## src/sv/unsigned_to_ascii_radix_formatter_defines.svh

```systemverilog
// ----------------------------------------------------------------------------
// unsigned_to_ascii_radix_formatter_defines
// assertion macros shared by the formatter rtl
// ----------------------------------------------------------------------------
`ifndef UNSIGNED_TO_ASCII_RADIX_FORMATTER_DEFINES_SVH
`define UNSIGNED_TO_ASCII_RADIX_FORMATTER_DEFINES_SVH

// same-cycle implication, checked outside reset
`define U2A_ASSERT_IMP(lbl, ante, cons) \
    lbl: assert property (@(posedge clk) disable iff (!rst_n) (ante) |-> (cons)) \
        else $error("u2a assertion failed");

// next-cycle implication, checked outside reset
`define U2A_ASSERT_NXT(lbl, ante, cons) \
    lbl: assert property (@(posedge clk) disable iff (!rst_n) (ante) |=> (cons)) \
        else $error("u2a assertion failed");

`endif

```

## src/sv/u2a_pkg.sv

```systemverilog
// ----------------------------------------------------------------------------
// u2a_pkg
// widths, format codes and character helpers for the radix formatter
// ----------------------------------------------------------------------------
package u2a_pkg;

    localparam int IN_W        = 64;
    localparam int OP_W        = 2;
    localparam int CH_W        = 8;
    localparam int TOT_W       = 5;

    // bits of value that take part in the conversion (8 to 64)
    localparam int VALUE_WIDTH = 64;

    // decimal digits needed: floor(w * log10(2)) + 1
    localparam int DEC_DIGITS  = (VALUE_WIDTH * 30103) / 100000 + 1;
    localparam int DIG_W       = 4 * DEC_DIGITS;
    localparam int REM_W       = $clog2(DEC_DIGITS + 1);
    localparam int BIT_CNT_W   = $clog2(VALUE_WIDTH);

    localparam logic [OP_W-1:0] OP_DEC = 2'd0;
    localparam logic [OP_W-1:0] OP_LHEX = 2'd1;
    localparam logic [OP_W-1:0] OP_UHEX = 2'd2;
    localparam logic [OP_W-1:0] OP_PTR = 2'd3;

    localparam logic [2:0] NIL_LAST_IDX = 3'd4;
    localparam logic [TOT_W-1:0] NIL_CHARS = 5'd5;

    function automatic logic [CH_W-1:0] digit_char(input logic [3:0] d, input logic upper);
        logic [CH_W-1:0] c;
        begin
            if (d < 4'd10)
                c = 8'h30 + {4'd0, d};
            else if (upper)
                c = 8'h41 + {4'd0, d} - 8'd10;
            else
                c = 8'h61 + {4'd0, d} - 8'd10;
            return c;
        end
    endfunction

    function automatic logic [CH_W-1:0] nil_char(input logic [2:0] idx);
        logic [CH_W-1:0] c;
        begin
            unique case (idx)
                3'd0: c = 8'h28;   // (
                3'd1: c = 8'h6e;   // n
                3'd2: c = 8'h69;   // i
                3'd3: c = 8'h6c;   // l
                3'd4: c = 8'h29;   // )
                default: c = 8'h29;
            endcase
            return c;
        end
    endfunction

endpackage

```

## src/sv/unsigned_to_ascii_radix_formatter.sv

```systemverilog
// ----------------------------------------------------------------------------
// unsigned_to_ascii_radix_formatter
// formats an unsigned value as decimal, hex or pointer ascii, one char a word
// ----------------------------------------------------------------------------
// input channel: in_valid / in_stall with value and op; one word per number.
// output channel: out_valid / out_stall with ch, last and total_chars; one
// word per character, most significant digit first, last set on the final
// character, where total_chars holds the character count (else 0).
// decimal: value bits are shifted one per cycle into a bcd register
// (shift-and-add-3), then leading zero digits are dropped one per cycle,
// and digits go out one per cycle from the top of the digit register while
// the receiver does not stall.
// hex: no conversion; the value takes the same skip and emit steps.
// pointer first emits "0x". a pointer of zero emits "(nil)" instead.
// in_stall is high from acceptance until the last character sits in the
// output register, so a new number is taken while that character waits.
// a stalled receiver holds the output register and freezes the emit phase.
// reset clears the state machine and the output valid; no clearing pass.
// ----------------------------------------------------------------------------
`include "unsigned_to_ascii_radix_formatter_defines.svh"

module unsigned_to_ascii_radix_formatter (
    input  logic                        clk,
    input  logic                        rst_n,
    input  logic                        in_valid,
    output logic                        in_stall,
    input  logic [u2a_pkg::IN_W-1:0]    value,
    input  logic [u2a_pkg::OP_W-1:0]    op,
    output logic                        out_valid,
    input  logic                        out_stall,
    output logic [u2a_pkg::CH_W-1:0]    ch,
    output logic                        last,
    output logic [u2a_pkg::TOT_W-1:0]   total_chars
);
    import u2a_pkg::*;

    typedef enum logic [5:0] {
        S_IDLE = 6'b000001,
        S_NIL  = 6'b000010,
        S_PFX  = 6'b000100,
        S_CONV = 6'b001000,
        S_SKIP = 6'b010000,
        S_EMIT = 6'b100000
    } state_t;

    localparam logic [IN_W-1:0] VALUE_MASK = {IN_W{1'b1}} >> (IN_W - VALUE_WIDTH);
    localparam logic [REM_W-1:0] REM_FULL = REM_W'(DEC_DIGITS);
    localparam logic [REM_W-1:0] REM_ONE = REM_W'(1);
    localparam logic [BIT_CNT_W-1:0] BIT_LAST = BIT_CNT_W'(VALUE_WIDTH - 1);

    state_t                 state_reg, state_next;
    logic [DIG_W-1:0]       dig_reg, dig_next;
    logic [VALUE_WIDTH-1:0] src_reg, src_next;
    logic [BIT_CNT_W-1:0]   bit_cnt_reg, bit_cnt_next;
    logic [REM_W-1:0]       rem_reg, rem_next;
    logic [2:0]             idx_reg, idx_next;
    logic [OP_W-1:0]        op_reg, op_next;
    logic [TOT_W-1:0]       nchar_reg, nchar_next;
    logic                   out_valid_reg, out_valid_next;
    logic [CH_W-1:0]        ch_reg, ch_next;
    logic                   last_reg, last_next;
    logic [TOT_W-1:0]       total_reg, total_next;

    logic                   in_accept;
    logic                   out_free;
    logic [IN_W-1:0]        value_masked;
    logic [DIG_W-1:0]       dig_adj;
    logic [3:0]             top_digit;

    assign in_stall     = (state_reg != S_IDLE);
    assign in_accept    = in_valid && !in_stall;
    assign out_free     = !out_valid_reg || !out_stall;
    assign value_masked = value & VALUE_MASK;
    assign top_digit    = dig_reg[DIG_W-1 -: 4];

    // add 3 to every bcd digit of 5 or more before the shift
    always_comb
    begin
        for (int i = 0; i < DEC_DIGITS; i++)
        begin
            if (dig_reg[4*i +: 4] >= 4'd5)
                dig_adj[4*i +: 4] = dig_reg[4*i +: 4] + 4'd3;
            else
                dig_adj[4*i +: 4] = dig_reg[4*i +: 4];
        end
    end

    always_comb
    begin
        state_next     = state_reg;
        dig_next       = dig_reg;
        src_next       = src_reg;
        bit_cnt_next   = bit_cnt_reg;
        rem_next       = rem_reg;
        idx_next       = idx_reg;
        op_next        = op_reg;
        nchar_next     = nchar_reg;
        out_valid_next = out_valid_reg && out_stall;
        ch_next        = ch_reg;
        last_next      = last_reg;
        total_next     = total_reg;

        unique case (state_reg)
            S_IDLE:
            begin
                if (in_accept)
                begin
                    op_next      = op;
                    nchar_next   = '0;
                    idx_next     = '0;
                    bit_cnt_next = '0;
                    rem_next     = REM_FULL;
                    src_next     = value_masked[VALUE_WIDTH-1:0];
                    if (op == OP_DEC)
                    begin
                        dig_next   = '0;
                        state_next = S_CONV;
                    end
                    else
                    begin
                        dig_next = DIG_W'(value_masked);
                        if (op == OP_PTR && value_masked == '0)
                            state_next = S_NIL;
                        else if (op == OP_PTR)
                            state_next = S_PFX;
                        else
                            state_next = S_SKIP;
                    end
                end
            end
            S_NIL:
            begin
                if (out_free)
                begin
                    out_valid_next = 1'b1;
                    ch_next        = nil_char(idx_reg);
                    last_next      = (idx_reg == NIL_LAST_IDX);
                    total_next     = (idx_reg == NIL_LAST_IDX) ? NIL_CHARS : '0;
                    idx_next       = idx_reg + 3'd1;
                    if (idx_reg == NIL_LAST_IDX)
                        state_next = S_IDLE;
                end
            end
            S_PFX:
            begin
                if (out_free)
                begin
                    out_valid_next = 1'b1;
                    ch_next        = (idx_reg == 3'd0) ? 8'h30 : 8'h78;
                    last_next      = 1'b0;
                    total_next     = '0;
                    nchar_next     = nchar_reg + 5'd1;
                    idx_next       = idx_reg + 3'd1;
                    if (idx_reg != 3'd0)
                        state_next = S_SKIP;
                end
            end
            S_CONV:
            begin
                dig_next     = {dig_adj[DIG_W-2:0], src_reg[VALUE_WIDTH-1]};
                src_next     = {src_reg[VALUE_WIDTH-2:0], 1'b0};
                bit_cnt_next = bit_cnt_reg + BIT_CNT_W'(1);
                if (bit_cnt_reg == BIT_LAST)
                    state_next = S_SKIP;
            end
            S_SKIP:
            begin
                // drop leading zero digits, keep at least one
                if (top_digit == 4'd0 && rem_reg > REM_ONE)
                begin
                    dig_next = {dig_reg[DIG_W-5:0], 4'd0};
                    rem_next = rem_reg - REM_ONE;
                end
                else
                begin
                    state_next = S_EMIT;
                end
            end
            S_EMIT:
            begin
                if (out_free)
                begin
                    out_valid_next = 1'b1;
                    ch_next        = digit_char(top_digit, op_reg == OP_UHEX);
                    last_next      = (rem_reg == REM_ONE);
                    total_next     = (rem_reg == REM_ONE) ? nchar_reg + 5'd1 : '0;
                    nchar_next     = nchar_reg + 5'd1;
                    dig_next       = {dig_reg[DIG_W-5:0], 4'd0};
                    rem_next       = rem_reg - REM_ONE;
                    if (rem_reg == REM_ONE)
                        state_next = S_IDLE;
                end
            end
            default:
            begin
                state_next = S_IDLE;
            end
        endcase
    end

    always_ff @(posedge clk or negedge rst_n)
    begin
        if (!rst_n)
        begin
            state_reg     <= S_IDLE;
            out_valid_reg <= 1'b0;
            bit_cnt_reg   <= '0;
            rem_reg       <= '0;
            idx_reg       <= '0;
            nchar_reg     <= '0;
            op_reg        <= OP_DEC;
        end
        else
        begin
            state_reg     <= state_next;
            out_valid_reg <= out_valid_next;
            bit_cnt_reg   <= bit_cnt_next;
            rem_reg       <= rem_next;
            idx_reg       <= idx_next;
            nchar_reg     <= nchar_next;
            op_reg        <= op_next;
        end
    end

    always_ff @(posedge clk)
    begin
        dig_reg   <= dig_next;
        src_reg   <= src_next;
        ch_reg    <= ch_next;
        last_reg  <= last_next;
        total_reg <= total_next;
    end

    assign out_valid   = out_valid_reg;
    assign ch          = ch_reg;
    assign last        = last_reg;
    assign total_chars = total_reg;

    `U2A_ASSERT_IMP(a_state_onehot, 1'b1, $onehot(state_reg))
    `U2A_ASSERT_IMP(a_last_count, out_valid_reg && last_reg,
        total_reg != '0 && total_reg <= TOT_W'(DEC_DIGITS))
    `U2A_ASSERT_NXT(a_accept_busy, in_accept, state_reg != S_IDLE)
    `U2A_ASSERT_NXT(a_emit_done, state_reg == S_EMIT && out_free && rem_reg == REM_ONE,
        state_reg == S_IDLE && out_valid_reg && last_reg)

endmodule
```

## config.mk

```make
export PLATFORM = sky130hd
export DESIGN_NAME = unsigned_to_ascii_radix_formatter
export DESIGN_NICKNAME = d
export VERILOG_FILES = /design/src/sv/u2a_pkg.sv /design/src/sv/unsigned_to_ascii_radix_formatter.sv
export VERILOG_INCLUDE_DIRS = /design/src /design/src/sv
export SDC_FILE = /design/constraint.sdc
export NUM_CORES = 1
export LEC_CHECK = 0
export ABC_AREA = 0
export BUFFER_PORTS_ARGS = -buffer_cell sky130_fd_sc_hd__buf_2
export CORE_MARGIN = 5
export CORE_UTILIZATION = 35
export CTS_BUF_LIST = sky130_fd_sc_hd__clkbuf_8
export DETAILED_ROUTE_END_ITERATION = 7
export PLACE_DENSITY = 0.52
export SETUP_SLACK_MARGIN = 0.3
export SKIP_CTS_REPAIR_TIMING = 1
export SLEW_MARGIN = 20
export SYNTH_ARGS = -nofsm -noshare
export SYNTH_HDL_FRONTEND = slang
export SYNTH_SLANG_ARGS = --single-unit
```

## constraint.sdc

```tcl
create_clock -name clk -period 7.6 [get_ports clk]
set_input_delay 0.76 -clock clk [delete_from_list [all_inputs] [get_ports clk]]
set_output_delay 0.76 -clock clk [all_outputs]
set_load 0.01 [all_outputs]
```

## Yosys cells after proc, flatten, opt, wreduce, memory -nomap -nowiden

Cells that the tools add are included.

- Reduce and logical (&&, ||, !) cells: 30
- Order comparisons: 22
- $mul: 0
- Shift-type cells: 0
- Div/mod/pow operators: 0
- Equality and inequality tests: 27
- Bitwise operators: 0
- $add $sub $neg: 29
- Mux-type cells: 72

Operators with widths:

| kind | number |
|---|---|
| one-hot mux 80 bit (4 select lines) | 1 |
| 2-to-1 mux 80 bit | 3 |
| 2-to-1 mux 64 bit | 2 |
| one-hot mux 64 bit (2 select lines) | 1 |
| greater-or-equal comparator 4 x 3 -> 1 bit, second input constant | 20 |
| adder 4 x 2 -> 4 bit, second input constant | 19 |
| 2-to-1 mux 4 bit | 19 |
| logical NOT 64 bit | 1 |
| 2-to-1 mux 5 bit | 12 |
| 2-to-1 mux 6 bit | 10 |
| 2-to-1 mux 8 bit | 5 |
| one-hot mux 6 bit (6 select lines) | 1 |
| one-hot mux 5 bit (3 select lines) | 2 |
| one-hot mux 7 bit (4 select lines) | 1 |
| one-hot mux 8 bit (3 select lines) | 1 |
| inequality test 2 bit, second input constant | 10 |
| adder 7 x 4 -> 8 bit, first input constant | 2 |
| subtractor 8 x 4 -> 8 bit, second input constant | 2 |
| equality test 6 bit, second input constant | 2 |
| 2-to-1 mux 3 bit | 4 |
| one-hot mux 6 bit (2 select lines) | 1 |
| AND reduction 4 bit | 3 |
| one-hot mux 5 bit (2 select lines) | 1 |
| AND reduction 9 bit | 1 |
| other kinds (37) | 56 |

- Bits of input ports: 70
- Latch bits: 0
- Memories: 0
- Word-level logic and storage cells: 192
- Memory bits (writable): 0
- Flip-flop bits (word level): 186
- Output and inout port bits: 16
- Bits in read-only memories: 0

## Depth between registers and ports, before layout

Gate-level depths: netlist of the first run.

- Word-level depth: 6
- Mapped depth: 8

## Worst setup path after synthesis of the first run

OpenSTA, ideal clock, no wires.

- Kind: flip-flop to flip-flop
- Start: register state_reg[1]
- End: register dig_reg[0], enable pin
- Arrival time: 7.782 ns
- Clock period less this slack: 8.445 ns
- Setup slack: -0.845 ns
- Data required time: 6.937 ns
- Path buffers: 3
- Cell stages (with the launch flop): 7
- Cell sequence: dfrtp_1 buf_2 nor4_1 nand3b_1 clkbuf_1 clkbuf_1 a311oi_1

- Cells in the longest elaborated chain, start to end: 5

RTL lines:

| element | line | source |
|---|---|---|
| from (decl) | unsigned_to_ascii_radix_formatter.sv:51 | `state_t state_reg, state_next;` |
| from (signal assigned) | unsigned_to_ascii_radix_formatter.sv:215 | `state_reg <= state_next;` |
| inequality test 6 x 1 -> 1 bit | unsigned_to_ascii_radix_formatter.sv:70 | `assign in_stall = (state_reg != S_IDLE);` |
| logical NOT 1 bit | unsigned_to_ascii_radix_formatter.sv:71 | `assign in_accept = in_valid && !in_stall;` |
| logical AND 1 bit | unsigned_to_ascii_radix_formatter.sv:71 |  |
| inequality test 2 bit (no line) | -- |  |
| AND reduction 4 bit (no line) (*) | -- |  |
| to (signal assigned) | unsigned_to_ascii_radix_formatter.sv:227 | `dig_reg <= dig_next;` |
| to (decl) | unsigned_to_ascii_radix_formatter.sv:52 | `logic [DIG_W-1:0] dig_reg, dig_next;` |

Mark *: on every way between the ends. The rest lies on a longest branch, timed or not.
A chain may end at the register's enable or synchronous reset.

## Worst setup path in the final report of the first run

- Start: register state_reg[2]
- End: register dig_reg[42], enable pin

The elaborated chain is that of the path after synthesis.

==> metrics.txt, run 1 <==
status=finished clean; Critical Path RT=7690 ps; Max Slew Vio Count=0; die height=184 µm; fraction of registers with async set/reset=between 10% and 20%; post-route ant nets=0; Multi-input gate area=about 4800 µm²; Post-synth EDFFs=about 160; IO Pins=between 80 and 90; synthesis-stage register bit count=~190; top_reg_cell synth=edfxtp_1; full die area=roughly 34000 µm²; GR Layer Usage met1=a little over a fifth; DR WL/cell=17.2 µm; routing usage on met2=25.4%; relative slew slack=a little over a quarter; fin crit share=between 50% and 60%; port buffer count=84; Syn Nets=1204; sequential area share after synthesis=around half; CTS clk-pin slew, worst paths=roughly 100 ps; setup slack, reg-to-reg=between 3000 and 4000 ps; HPWL after detailed placement=around 18000 µm; type of the worst setup path=flop to flop; Tot GR Track Use=15.6%; Fill cells=a little under 3k; Register-to-Register Path Depth=5; Mapped Area=10600 µm²; critical-path cell list=or4_1, nor2_1, inv_1, a311oi_4, buf_4; Clock Latency Late Sink=~470 ps; DRC Markers=0; Post-Synth Simple-Gate Area=about a fifth; Yosys warnings=0; clock buffer count from CTS=17; GPL Wtd Cong=a little over 0.8; global route hottest layer=met2; deepest clock path buffer count=2; ratio of cells with drive above 1 in the final layout=a little under an eighth; nature of the critical path startpoint=flop; vias=roughly 8.2k; Final setup viols=0; synthesized area per cell=9.82 µm²; core box area=around 30000 µm²; Compound-Gate Fraction of Synth Area=between 10% and 20%; area delta synth->final=10.7%; Hold WS=309 ps; post-synthesis mux area share=less than 1%; largest net degree at the start of global routing=approximately 100; crit end category=flop; adder-cell share of the synthesized area=6.12%; vias in the first global route=7830; 1st-iter DRT viols=562; Synth cell types=between 60 and 70; Crit Path Max Fanout=between 60 and 70; slowest CP cell=a311oi_4; met3 GRT Util=around 2.6%; DRT Pass-1 Iters=5; Routed WL=~27000 µm; row cnt=63; maximum vdd drop=approximately 0.00026 V; max cap viols=0; CTS root buf=clkbuf_8; Hold WC Path Type=input port to async pin; Worst Skew=approximately 19 ps; # H-tree levels=4; Synth Area in XOR/XNOR=between 2 and 2.5%; Final nets=~1.3k; FMAX=roughly 0.25 GHz; most common cell after layout, fill and taps aside=nand2_1; CP arrival=4090 ps; FF-to-FF Start=state_reg[2]; Die Span X=~180 µm; fin crit period=around 4000 ps; final-report hold violation count=0; slowest stage delay, CP=about 900 ps; DR vias/cell=around 5.3; GRT Residual Overflow=0; Least-Margin Pin Slew=approximately 1100 ps; max reg flops=80; register area=around 5400 µm²; most frequent cells in the layout=268 x nand2_1, 157 x edfxtp_1, 84 x buf_2; first-pass GRT wire length=approximately 42000 µm; largest family of logic cells by synthesized area=simple AND/OR/NAND/NOR gates; P_leak=around 4.7 nW; Setup TNS Final=0 ps; Initial Util=between 30% and 40%; Reg-to-Reg End=dig_reg[42]; Power per Cell Area=about 420 nW/µm²; # clock sinks=185; RSZ-0062 raised after global routing=no; synthesized instance count=approximately 1.1k; CTS tree=done; initial antenna violation count=2
==> stage by stage <==
step	instance area, µm²	power [mW]	util [%]	setup slack [ps]	std cells
finish	11800	4.91	39.5	3600	1549
global route	11800	5.31	39.5	3340	1549
CTS	11800	4.97	39.4	3560	1547
detailed placement	11400	4.30	38.2	3630	1515
global placement	11400	4.28	38.2	3650	1515
floorplan	10600	3.75	-	2090	1082
==> cells in the mapped netlist (all sizes together), types with 17 or more instances <==
cell type	count	area, µm²
nand2	269	1010
edfxtp	157	4710
o21ai	64	320
a21oi	57	297
nor2	57	214
ha	52	651
inv	51	191
a221o	33	330
dfrtp	27	676
clkbuf	26	97.6
nand2b	25	156
nor3b	25	199
buf	23	133
nor4	22	138
xnor2	22	193
a22oi	19	143
a21o	18	135
a211oi	17	133
==> power breakdown <==
part | leakage (nW) | internal (mW) | total, mW | switching [mW]
clock | 0.175 | 0.259 | 0.638 | 0.379
sequential | 1.86 | 1.81 | 2.15 | 0.343
combinational | 2.63 | 0.758 | 2.12 | 1.37
==> per-layer routing <==
layer  routed length [µm]  up-vias
li1                     -     4047
met1                12700     3944
met2                12400      165
met3                 1160       19
met4                  384        0
met5                    0        -
==> worst max-delay path, delay by kind of cell (launching register included) <==
| family | cells | cell delay (ps) |
|---|---|---|
| simple gates | 2 | 1090 |
| compound gates | 1 | 920 |
| flops | 1 | 500 |
| buf+inv | 2 | 1050 |
==> final cells by class <==
class,instances,share of cell area (%)
timing repair buffer,92,4.08
inverter,51,1.63
clock inverter,15,1.07
tap,390,4.15
sequential,185,46.0
clock buffer,17,1.99
multi-input combinational,797,41.0
antenna,2,0.0425
==> worst max path at each step <==
| stage | startpoint | to | slack (ps) | cells after the start |
|---|---|---|---|---|
| 2_1_floorplan | state_reg[2] | dig_reg[0] | 2090 | 5 |
| 3_3_place_gp | state_reg[2] | dig_reg[45] | 3650 | 5 |
| 3_5_place_dp | state_reg[2] | dig_reg[46] | 3630 | 5 |
| 4_1_cts | state_reg[2] | dig_reg[42] | 3560 | 5 |
| 5_1_grt | state_reg[2] | dig_reg[43] | 3340 | 5 |
| 6_report | state_reg[2] | dig_reg[42] | 3600 | 5 |
==> logic make-up (layout without fill, tap and decap cells) <==
group	count (synthesis)	in the layout
and+or+nand+nor	453	453
AOI/OAI and AO/OA	259	259
buffers and inverters	100	175
adders and majority gates	52	52
muxes	2	2
other	1	3
xor gates and xnor gates	30	30
DFF	185	185
Power figures use the tool's default switching activity.
==> inputs of run 2 (changes only) <==
- ABC_AREA: 0 -> 1
- PLACE_DENSITY: 0.52 -> 0.5
- clock period: 7.6 -> 3.8 ns (I/O delays scaled with it)
==> run 2 against run 1 <==
Effect of this change: non-clock buffer count rose by 4; flip-flop and latch count did not move; maximum frequency rose by 68%; critical path depth rose by 2; clock power rose by 140%; wire length fell by 0.14%; clock skew fell by 4.8 ps; cell count rose by 7.5%; sequential share of layout area fell by 0.71 points; first-iteration DRC count rose by 13%; synthesized cell count rose by 9.0%; largest power group unchanged.
==> metrics.txt, run 2 <==
Initial Util=35.2% (-0.51 points); Syn Nets=1301 (+8.1%); dominant cells by area after synthesis=edfxtp_1 44%, nand2_1 12%, dfrtp_1 6.3%, ha_1 6.1%, o21ai_0 5.7%; dpl cell area=11500 µm² (+0.80%); Hold WC Path Type=input port to flop; Register-to-Register Path Depth=7 (+2); Clock Latency Late Sink=460 ps (about the same); relative slew slack=47.3% (+20 points); fin crit share=62.7% (+10 points); max reg flops=80 (unchanged); fraction of registers with async set/reset=15.1% (unchanged); type of the worst setup path=flop to flop; n_diodes=0 (-2); Crit Path Max Fanout=64 (unchanged); Worst Slack Setup Final=1420 ps (-2180 ps); DR vias/cell=5.05 (-4.3%); RSZ-0062 raised after global routing=no; synthesis-stage register bit count=185 (unchanged); Design Power=9.81 mW (+100%); area delta synth->final=11.9%; final-report hold violation count=0 (unchanged); GPL Wtd Cong=0.798 (-3.1%); Mapped Area=10700 µm² (+0.40%); full die area=34100 µm² (+0.38%); Post-synth EDFFs=157 (unchanged); row cnt=64 (+1.6%); Yosys warnings=0 (unchanged); Tot GR Track Use=15.7% (+0.084 points); post-route ant nets=0 (unchanged); Least-Margin Pin Slew=790 ps (-305 ps); slowest CP cell=buf_4; Final setup viols=0 (unchanged); Synth cell types=42 (-34%); P_leak=5.03 nW (+7.8%); hold path depth=3; DR WL/cell=15.9 µm (-7.1%); deepest clock path buffer count=2 (unchanged); status=finished clean; CTS clk-pin slew, worst paths=100 ps (about the same); Final nets=1378 (+8.8%); DRC Markers=0 (unchanged); Hold Path End=op_reg[1]; HPWL after detailed placement=18100 µm (+2.4%); IO Pins=86 (unchanged); # clock sinks=185 (unchanged); clock buffer count from CTS=17 (unchanged); FF-to-FF Start=state_reg[1]; CTS tree=done; maximum vdd drop=0.000515 V (+96%); Max Slew Vio Count=0 (unchanged); max cap viols=0 (unchanged); synthesized area per cell=9.05 µm² (-7.9%); post-route design area=11900 µm² (+1.6%); ratio of cells with drive above 1 in the final layout=13.2% (+1.5 points); top_reg_cell synth=edfxtp_1; 1st-iter DRT viols=636 (+13%); Synth top area share=44.2% (-0.18 points); Setup TNS Final=0 ps (unchanged); Power per Cell Area=821 nW/µm² (+97%); Die Span X=185 µm (+0.19%); initial antenna violation count=0 (-2); synthesized instance count=1179 (+9.0%); top-count cell post-synth=nand2_1; die height=185 µm (+0.19%); DRT Pass-1 Iters=5 (unchanged); fin crit period=2380 ps (-1620 ps); vias=8410 (+2.9%); port buffer count=84 (unchanged); setup slack, reg-to-reg=1420 ps (-2180 ps); CP arrival=2550 ps (-1540 ps); CTS root buf=clkbuf_8; slowest stage delay, CP=610 ps (-310 ps); Reg-to-Reg End=dig_reg[37]; most common cell after layout, fill and taps aside=nand2_1; vias in the first global route=8195 (+4.7%); nature of the critical path startpoint=flop; FMAX=0.420 GHz (+68%); sequential area share after synthesis=50.8% (-0.20 points); Routed WL=26500 µm (-0.14%); CP Buf/Inv Count=2 (unchanged); GRT Residual Overflow=0 (unchanged); first-pass GRT wire length=43000 µm (+1.2%); critical-path cell list=nor2_8, nand2_2, a21oi_4, inv_4, nand2_2, buf_4, o221ai_1; most frequent CP cell=nand2_2; Critical Path RT=3960 ps (-3730 ps); Hold Crit Start=op[1]; most frequent cells after synthesis=339 x nand2_1, 157 x edfxtp_1, 121 x o21ai_0, 119 x inv_1, 80 x nor2_1; crit end category=flop; Worst Skew=14.4 ps (-4.75 ps); largest net degree at the start of global routing=65 (-36%); DP Worst Slack=1380 ps (-2250 ps); Synth area leader=edfxtp_1; Top Family by Delay on Critical Path=buffers and inverters; most frequent cells in the layout=339 x nand2_1, 157 x edfxtp_1, 122 x inv_1; # H-tree levels=4 (unchanged); core box area=30300 µm² (+1.9%)
run 2: cell count changes in the layout (fill, tap and decap cells not counted), sizes merged, moves of 21 or more:
cell,change
a221o,-33
inv,+74
nand2,+76
nand2b,-25
nor2,+30
nor3b,-25
nor4,-22
o21ai,+61
o221ai,+31
xnor2,-21
run 2: kinds of logic (layout without fill, tap and decap cells):
| kind of cell | count (synthesis) | in the layout | synth area share (%) |
|---|---|---|---|
| compound gates | 267 | 267 | 15.5 |
| xor+xnor | 23 | 23 | 1.89 |
| fa+ha+maj | 52 | 52 | 6.10 |
| buf+inv | 162 | 252 | 6.58 |
| flops | 185 | 185 | 50.8 |
| other cells | 1 | 1 | 0.0351 |
| simple gates | 489 | 489 | 19.2 |
run 2: area by class of cell:
class                      instances  area (µm²)
tap                              396         495
sequential                       185        5420
clock buffer                      18         248
inverter                         124         468
multi-input combinational        832        4580
fill                            3048       18400
timing repair buffer              96         538
clock inverter                    14         204
run 2: worst max-delay path by stage:
stage / start / endpoint / slack, ps / depth (start not counted)
after floorplan: state_reg[1] / dig_reg[0] / 750 / 6
after global placement: state_reg[5] / src_reg[45] / 1400 / 4
after detailed placement: state_reg[5] / src_reg[45] / 1380 / 4
after CTS: state_reg[5] / src_reg[18] / 1370 / 4
after global routing: state_reg[3] / dig_reg[19] / 1220 / 7
final: state_reg[1] / dig_reg[37] / 1420 / 7
run 2: per-stage QoR:
| stage | util, % | cells | hold WS [ps] |
|---|---|---|---|
| after floorplan | - | 1179 | 84.4 |
| after global placement | 37.8 | 1632 | 462 |
| after detailed placement | 37.8 | 1632 | 464 |
| after CTS | 39.3 | 1664 | -47.0 |
| after global routing | 39.4 | 1665 | 213 |
| final | 39.4 | 1665 | 211 |
run 2: worst register-to-register path, cell delays in order (launching register included):
cell	delay [ps]
dfrtp_1	490
nor2_8	230
nand2_2	110
a21oi_4	160
inv_4	170
nand2_2	90
buf_4	610
o221ai_1	240
run 2: power by group:
group          internal (mW)  total, mW  leakage [nW]  switching (mW)
combinational           1.23       4.07          2.93            2.84
sequential              3.59       4.22          1.86           0.631
clock                  0.797       1.52         0.238           0.723
run 2: layer usage:
metal	global-route usage [%]	vias to the layer above	share of wire, %
li1	-	4221	-
met1	22.7	3968	49
met2	25.3	201	45
met3	2.29	20	4.6
met4	3.26	0	1.2
met5	0	-	0
